### src/hw/rtl/cxpc_pkg.sv
`default_nettype none
// ----------------------------------------------------------------------------
// cxpc_pkg
// Shared types and constants of the chained XOR packet cipher.
// ----------------------------------------------------------------------------
package cxpc_pkg;

  // Byte position counter width (packet length counted modulo 2^LEN_W).
  localparam int LEN_W = 16;
  // Width of the key advance sum, wide enough for the low key word and length.
  localparam int SUM_W = (LEN_W + 1 > 32) ? (LEN_W + 1) : 32;

  localparam int KEY_W      = 64;
  localparam int CFG_ADDR_W = 2;
  localparam int CFG_DATA_W = 64;

  // Register indexes
  localparam logic [CFG_ADDR_W-1:0] REG_DIRECTION   = 2'd0;
  localparam logic [CFG_ADDR_W-1:0] REG_INITIAL_KEY = 2'd1;

  localparam logic [KEY_W-1:0] INITIAL_KEY_RST = 64'h8754_6CA1_0000_3594;

  localparam logic DIR_ENCRYPT = 1'b0;
  localparam logic DIR_DECRYPT = 1'b1;

  typedef struct packed {
    logic [7:0] data_byte;
    logic       packet_end;
  } in_item_t;

  typedef struct packed {
    logic [7:0] out_byte;
    logic       out_last;
  } out_item_t;

  typedef struct packed {
    logic             direction;
    logic [KEY_W-1:0] initial_key;
  } cfg_t;

endpackage : cxpc_pkg
`default_nettype wire

### src/hw/rtl/cxpc_cfg_regs.sv
`default_nettype none
// ----------------------------------------------------------------------------
// cxpc_cfg_regs
// Configuration registers: direction and initial key.
// ----------------------------------------------------------------------------
module cxpc_cfg_regs
  import cxpc_pkg::*;
(
  input  wire logic                  clk,
  input  wire logic                  rst_n,
  input  wire logic                  cfg_we,
  input  wire logic [CFG_ADDR_W-1:0] cfg_addr,
  input  wire logic [CFG_DATA_W-1:0] cfg_wdata,
  output cfg_t                       cfg
);

  logic             direction_r;
  logic [KEY_W-1:0] ikey_r;

  always_ff @(posedge clk) begin
    if (!rst_n) begin
      direction_r <= DIR_ENCRYPT;
      ikey_r      <= INITIAL_KEY_RST;
    end else if (cfg_we) begin
      case (cfg_addr)
        REG_DIRECTION:   direction_r <= cfg_wdata[0];
        REG_INITIAL_KEY: ikey_r      <= cfg_wdata[KEY_W-1:0];
        default: ;  // drop writes to unknown indexes
      endcase
    end
  end

  assign cfg = '{direction: direction_r, initial_key: ikey_r};

endmodule : cxpc_cfg_regs
`default_nettype wire

### src/hw/rtl/cxpc_core.sv
`default_nettype none
// ----------------------------------------------------------------------------
// cxpc_core
// Per-byte cipher datapath with key, chain and position state.
// ----------------------------------------------------------------------------
module cxpc_core
  import cxpc_pkg::*;
(
  input  wire logic     clk,
  input  wire logic     rst_n,
  input  wire logic     step,
  input  wire in_item_t item,
  input  wire cfg_t     cfg,
  output out_item_t     res
);

  logic [KEY_W-1:0] key_r, key_nxt;
  logic             loaded_r, loaded_nxt;
  logic [7:0]       chain_r, chain_nxt;
  logic [LEN_W-1:0] pos_r, pos_nxt;

  logic [7:0]       kbyte;
  logic [7:0]       obyte;
  logic [KEY_W-1:0] key_shift;
  logic [SUM_W-1:0] len_ext;
  logic [SUM_W-1:0] low_sum;

  assign key_shift = key_r >> {pos_r[2:0], 3'b000};
  assign kbyte     = key_shift[7:0];
  assign obyte     = loaded_r ? (item.data_byte ^ kbyte ^ chain_r) : item.data_byte;

  // Packet length is position + 1, a full 2^LEN_W length included.
  assign len_ext = SUM_W'(pos_r) + SUM_W'(1);
  assign low_sum = SUM_W'(key_r[31:0]) + len_ext;

  always_comb begin
    key_nxt    = key_r;
    loaded_nxt = loaded_r;
    chain_nxt  = chain_r;
    pos_nxt    = pos_r + LEN_W'(1);
    if (item.packet_end) begin
      pos_nxt   = '0;
      chain_nxt = '0;
      if (loaded_r) begin
        key_nxt = {key_r[KEY_W-1:32], low_sum[31:0]};
      end else begin
        key_nxt    = cfg.initial_key;
        loaded_nxt = 1'b1;
      end
    end else if (loaded_r) begin
      chain_nxt = (cfg.direction == DIR_DECRYPT) ? item.data_byte : obyte;
    end
  end

  always_ff @(posedge clk) begin
    if (!rst_n) begin
      loaded_r <= 1'b0;
      chain_r  <= '0;
      pos_r    <= '0;
    end else if (step) begin
      loaded_r <= loaded_nxt;
      chain_r  <= chain_nxt;
      pos_r    <= pos_nxt;
    end
  end

  always_ff @(posedge clk) begin
    if (step) begin
      key_r <= key_nxt;
    end
  end

  assign res = '{out_byte: obyte, out_last: item.packet_end};

  a_loaded_sticky: assert property (@(posedge clk) disable iff (!rst_n)
    loaded_r |=> loaded_r)
    else $error("key loaded flag dropped");

  a_unkeyed_chain: assert property (@(posedge clk) disable iff (!rst_n)
    !loaded_r |-> chain_r == 8'd0)
    else $error("chain nonzero before key load");

  a_pos_restart: assert property (@(posedge clk) disable iff (!rst_n)
    step && item.packet_end |=> pos_r == '0 && chain_r == 8'd0)
    else $error("position or chain not cleared at packet end");

endmodule : cxpc_core
`default_nettype wire

### src/hw/rtl/chained_xor_packet_cipher_top.sv
`default_nettype none
// ----------------------------------------------------------------------------
// chained_xor_packet_cipher_top
// Chained XOR packet cipher with rolling key, one byte per item.
// ----------------------------------------------------------------------------
// Each item carries one packet body byte and a last-byte flag, and yields one
// result byte. Throughput is one item per clock unless a full result register
// is held by out_ready; each item passes through an input register, then the
// cipher step into the result register. The rate is set by the chain
// feedback: the XOR of byte, key byte and previous ciphertext byte, and the
// 32-bit key advance at packet end. The first packet after reset passes
// through unchanged and loads the key from the initial-key register.
// Configuration writes are expected only while no items are in flight.
// ----------------------------------------------------------------------------
module chained_xor_packet_cipher_top
  import cxpc_pkg::*;
(
  input  wire logic                  clk,
  input  wire logic                  rst_n,
  input  wire logic                  in_valid,
  output logic                       in_ready,
  input  wire in_item_t              in_data,
  output logic                       out_valid,
  input  wire logic                  out_ready,
  output out_item_t                  out_data,
  input  wire logic                  cfg_we,
  input  wire logic [CFG_ADDR_W-1:0] cfg_addr,
  input  wire logic [CFG_DATA_W-1:0] cfg_wdata
);

  cfg_t      cfg;
  in_item_t  in_item_r;
  logic      in_vld_r;
  out_item_t out_item_r;
  logic      out_vld_r;
  out_item_t res;
  logic      advance;

  cxpc_cfg_regs u_cfg (
    .clk       (clk),
    .rst_n     (rst_n),
    .cfg_we    (cfg_we),
    .cfg_addr  (cfg_addr),
    .cfg_wdata (cfg_wdata),
    .cfg       (cfg)
  );

  cxpc_core u_core (
    .clk   (clk),
    .rst_n (rst_n),
    .step  (advance),
    .item  (in_item_r),
    .cfg   (cfg),
    .res   (res)
  );

  // Advance when an input item is held and the result register is empty or being drained.
  assign advance  = in_vld_r && (!out_vld_r || out_ready);
  assign in_ready = !in_vld_r || advance;

  always_ff @(posedge clk) begin
    if (!rst_n) begin
      in_vld_r <= 1'b0;
    end else if (in_ready) begin
      in_vld_r <= in_valid;
    end
  end

  always_ff @(posedge clk) begin
    if (in_valid && in_ready) begin
      in_item_r <= in_data;
    end
  end

  always_ff @(posedge clk) begin
    if (!rst_n) begin
      out_vld_r <= 1'b0;
    end else if (advance) begin
      out_vld_r <= 1'b1;
    end else if (out_ready) begin
      out_vld_r <= 1'b0;
    end
  end

  always_ff @(posedge clk) begin
    if (advance) begin
      out_item_r <= res;
    end
  end

  assign out_valid = out_vld_r;
  assign out_data  = out_item_r;

  a_advance_fills: assert property (@(posedge clk) disable iff (!rst_n)
    advance |=> out_vld_r)
    else $error("result register not filled after advance");

  a_stall_holds_input: assert property (@(posedge clk) disable iff (!rst_n)
    in_vld_r && !advance |=> in_vld_r && $stable(in_item_r))
    else $error("stalled input item lost or changed");

  a_last_follows: assert property (@(posedge clk) disable iff (!rst_n)
    advance |=> out_item_r.out_last == $past(in_item_r.packet_end))
    else $error("last flag not carried to result");

endmodule : chained_xor_packet_cipher_top
`default_nettype wire

### config.mk
export PLATFORM = sky130hd
export DESIGN_NAME = chained_xor_packet_cipher_top
export DESIGN_NICKNAME = d
export VERILOG_FILES = /design/src/hw/rtl/cxpc_pkg.sv /design/src/hw/rtl/cxpc_cfg_regs.sv /design/src/hw/rtl/cxpc_core.sv /design/src/hw/rtl/chained_xor_packet_cipher_top.sv
export SDC_FILE = /design/constraint.sdc
export NUM_CORES = 1
export LEC_CHECK = 0
export BUFFER_PORTS_ARGS = -buffer_cell sky130_fd_sc_hd__clkbuf_2
export CAP_MARGIN = 5
export CORE_ASPECT_RATIO = 1.4
export CORE_MARGIN = 4
export CORE_UTILIZATION = 39
export CTS_BUF_LIST = sky130_fd_sc_hd__clkbuf_8 sky130_fd_sc_hd__clkbuf_16
export CTS_CLUSTER_DIAMETER = 200
export DETAILED_ROUTE_END_ITERATION = 10
export GPL_TIMING_DRIVEN = 0
export MAX_ROUTING_LAYER = met4
export SKIP_LAST_GASP = 1
export SLEW_MARGIN = 20
export SYNTH_ARGS = -nofsm -noshare
export SYNTH_HDL_FRONTEND = slang
export SYNTH_HIERARCHICAL = 1
export SYNTH_SLANG_ARGS = --single-unit
### constraint.sdc
create_clock -name clk -period 6.4 [get_ports clk]
set_clock_uncertainty 0.05 [all_clocks]
set_input_delay 0.64 -clock clk [delete_from_list [all_inputs] [get_ports clk]]
set_output_delay 0.64 -clock clk [all_outputs]
set_load 0.005 [all_outputs]
## Word level (Yosys, flattened, before mapping)

Cells that the tools add are included.

- Register bits after elaboration: 174
- Input bits: 80
- Output and inout bits: 11
- Logic and storage cells: 43

- $add $sub $neg: 3
- Eq/ne operators: 1
- Shift operators: 1
- Multiplexer cells: 8
- Bitwise gates (word level): 3
- Reduce and logical (&&, ||, !) cells: 14

Operators by type and width:

| kind | count |
|---|---|
| $shr A64 B6 Y8 | 1 |
| $add A32 B32 Y32 | 1 |
| $mux W32 | 1 |
| $mux W8 | 4 |
| $add A16 B1 Y17 const B | 1 |
| $add A16 B1 Y16 const B | 1 |
| $mux W16 | 1 |
| $xor A8 B8 Y8 | 2 |
| $reduce_and A2 Y1 | 4 |
| $reduce_bool A2 Y1 | 2 |
| $reduce_and A3 Y1 | 1 |
| $eq A2 B1 Y1 const B | 1 |
| $logic_and A1 B1 Y1 | 2 |
| $logic_not A1 Y1 | 2 |
| $logic_not A2 Y1 | 1 |
| $logic_or A1 B1 Y1 | 2 |
| $mux W1 | 2 |
| $not A1 Y1 | 1 |

## Longest topological paths before layout

- Word-level depth: 7
- Mapped depth: 12

## Cells and area by module

Netlist, hierarchy kept.

By module, submodules not included:

| module | times used | cells each | area each (sq um) | sequential area each (sq um) |
|---|---|---|---|---|
| cxpc_core | 1 | 501 | 5368.9 | 2422.3 |
| cxpc_cfg_regs | 1 | 287 | 2666.3 | 1301.2 |
| chained_xor_packet_cipher_top | 1 | 27 | 644.4 | 580.6 |

## Worst setup path after synthesis

OpenSTA, ideal clock, no wires.

- Kind: input port to flip-flop
- Start point: input port out_ready
- End point: register u_core.key_r[32] (enable)
- Data arrival time: 2.999 ns
- Required time: 5.929 ns
- Slack: 2.930 ns
- Cell stages on the path: 5
- Buffers on the path: 1
- Cell sequence: nor2b_4 > nor2b_1 > clkbuf_1 > nand2_1 > nor2_1

- Longest elaborated chain between the ends: 3

RTL lines:

| element | line | source |
|---|---|---|
| start, declared | chained_xor_packet_cipher_top.sv:24 | `input wire logic out_ready,` |
| $logic_or A1 B1 Y1 | chained_xor_packet_cipher_top.sv:58 | `assign advance = in_vld_r && (!out_vld_r \|\| out_ready);` |
| $logic_and A1 B1 Y1 | chained_xor_packet_cipher_top.sv:58 |  |
| named net advance | chained_xor_packet_cipher_top.sv:37 | `logic advance;` |
| $reduce_and A3 Y1 (no line) | -- |  |
| end signal, assigned | cxpc_core.sv:69 | `key_r <= key_nxt;` |
| end, declared | cxpc_core.sv:17 | `logic [KEY_W-1:0] key_r, key_nxt;` |

The timed path passes the listed nets, and every way through them passes these cells.
A chain may end at the register's enable or synchronous reset.

## Worst setup path after layout

- Start point: register u_core.pos_r[0]
- End point: register u_core.key_r[26], data pin

- Longest elaborated chain between the ends: 3

RTL lines:

| element | line | source |
|---|---|---|
| start, declared | cxpc_core.sv:20 | `logic [LEN_W-1:0] pos_r, pos_nxt;` |
| start signal, assigned | cxpc_core.sv:63 | `pos_r <= pos_nxt;` |
| $add A16 B1 Y17 | cxpc_core.sv:33 | `assign len_ext = SUM_W'(pos_r) + SUM_W'(1);` |
| $add A32 B32 Y32 | cxpc_core.sv:34 | `assign low_sum = SUM_W'(key_r[31:0]) + len_ext;` |
| $mux W32 | cxpc_core.sv:44 | `if (loaded_r) begin` |

Every way passes these cells.

==> impl_metrics.ini <==
[outcome]
status = finished clean

[cts]
clk_latency_ns = 0.44
cts_hold_buf = 0
htreeDepth = 4
cts_resized = 0
clock_sink_count = 174
root_buffer = clkbuf_16
postCtsSetupBuffers = 0
cts_tree = done
clock_path_buffers = 2
cts.clk_slew.worst_paths_ns = 0.08
cts_buffers = 17

[cells_and_area]
fin_nets = 1023
diodes = 0
fill_cells = 2067
synthToLayoutAreaGrowth_pct = 16.5
drive_above_1_share = 0.194

[drt]
firstDrtPassIters = 5
vias = 6512
drc = 0
vias_per_cell = 5.27
routed_wl_um = 22700
drt_iter0_drc = 340
drtAntennaViolNets = 0
detail_route.wl_per_cell_um = 18.4

[synthesis]
synth_area_mm2 = 0.00868
ys_seq_area_frac = 0.496
synth_cell_types = 69
ys_warn_count = 6
ys_seq_elements = 174
syn_avg_cell_area_um2 = 10.6
syn_inst = 815
synth_edf_count = 82
yosys_most_used_dff = dfxtp_1
syn_nets = 913
ys_async_sr_fraction = 0

[run]
cap_violations = 0

[placed_design]
hpwl_um = 17400
place_ws_ns = 3.07
placement.io_buffers = 90
place_congestion = 0.952

[grt]
grt_pass1_wl_um = 35300
grt_max_degree = 33
grt_pass1_vias = 6516
grt_overflow = 0
antenna_found_initial = 0
grt_use_total = 0.191

[sta]
rsz0062_at_grt = no
fin_crit_ns = 3.30
fmax_mhz = 303
slew_viol_final = 0
worstMarginPinSlew_ns = 0.937
finalSetupViolCount = 0
whs_ns = 0.337
setup_ws_ns = 3.10
timing.setup.tns_ns = 0
period_share = 0.515
hold_violations = 0
max-slew-margin-rel = 0.375

[die]
die_area_mm2 = 0.0247
start_util = 0.397
die-height_um = 185
io_pins = 91
rows = 64
core_area_mm2 = 0.0219
die_width_um = 134

[worst_setup_path]
arrival_ns = 3.44
required_ns = 6.54
start_kind = register
critPathCaptureType = register
crit_type = reg -> reg
critPathMaxFanout = 10

[pwr]
ir_drop_v = 0.000185
p_per_area_mw_per_mm2 = 243
p_leak_nw = 3.87

[min_path]
min_path_type = in -> reg
[path summary, 6_finish.rpt]
path | slack (ns) | depth (start not counted) | from | endpoint
max | 3.10 | 12 | u_core/pos_r[0] | u_core/key_r[26]
min | 0.34 | 1 | in_data[2] | in_item_r[2]
max reg2reg | 3.10 | 12 | u_core/pos_r[0] | u_core/key_r[26]
min reg2reg | 0.38 | 0 | u_cfg/ikey_r[50] | u_core/key_r[50]
[area by class of cell]
cell class                 count  area (um2)  area share
clock buffer                  17         425      0.0421
timing repair buffer          91         478      0.0473
tap                          297         372      0.0368
clock inverter                15         149      0.0147
multi-input combinational    554        3970       0.393
sequential                   174        4300       0.426
inverter                      36         135      0.0134
buffer                        51         279      0.0276
[metrics by stage]
stage	cell area (um2)	util	power (mW)	instances
floorplan	8680	-	1.39	815
global placement	9500	0.435	1.47	1202
detailed placement	9540	0.436	1.48	1203
CTS	10100	0.463	2.49	1235
global route	10100	0.463	2.55	1235
finish	10100	0.463	2.46	1235
[per-layer routing]
metal  GRT usage  vias to the layer above  wire length (um)
met3      0.0295                       45              1060
met1       0.214                     3102              9220
met4      0.0750                        0               646
met2       0.341                      177             11800
met5           -                        -                 0
li1            -                     3188                 -
[registers in the layout (all words and copies together), names as in the netlist]
| signal | flops |
|---|---|
| out_valid | 1 |
| u_core/pos_r | 16 |
| u_core/key_r | 64 |
| out_data | 9 |
| u_cfg/direction_r | 1 |
| in_item_r | 9 |
| u_cfg/ikey_r | 64 |
| u_core/chain_r | 8 |
| in_vld_r | 1 |
| u_core/loaded_r | 1 |
[worst max-delay path: stages, from the launching register on]
cell and delay [ns]:
dfxtp_1 0.38, buf_2 0.26, inv_1 0.09, ha_1 0.17, inv_1 0.06, fa_1 0.42
a211oi_1 0.34, o21ai_2 0.15, o211ai_1 0.41, a21o_1 0.25, buf_2 0.25, a2111o_1 0.16
nand3_1 0.06
[layout by cell type (no fill, tap or decap), drive strengths merged, types with 5 or more instances in the layout]
cell type and n:
o211ai 24, dfxtp 92, xnor2 24, mux2 8
o21a 5, clkinv 6, ha 17, nand2 141
o21ai 23, nor2b 5, nor2 29, mux4 16
mux2i 53, nand4b 23, clkbuf 132, a21oi 27
a21boi 5, edfxtp 82, inv 43, buf 27
and3 15, a31oi 6, nand4 14, nand3 29
xor2 22, a2111o 10, a21o 11
[where the power goes]
group	switching, mW	internal (mW)
clock	0.487	0.518
combinational	0.121	0.0953
sequential	0.0268	1.21
[kinds of logic after synthesis]
kind of cell | synth area share
DFF | 0.496
buffers and inverters | 0.0477
and+or+nand+nor | 0.162
AOI/OAI and AO/OA | 0.108
muxes | 0.114
adders and majority gates | 0.0268
xor gates and xnor gates | 0.0464
[synth_stat cells (22+ instances only)]
master	number	area, um2
xnor2_1	24	210
o211ai_1	24	180
xor2_1	22	193
a21oi_1	27	135
nand3_1	28	140
nand4b_1	23	201
nand2_1	141	529
clkbuf_1	24	90.1
mux2i_1	53	531
inv_1	35	131
nor2_1	29	109
edfxtp_1	82	2460
dfxtp_1	92	1840
Note: power is estimated with default switching activity, not from simulation.
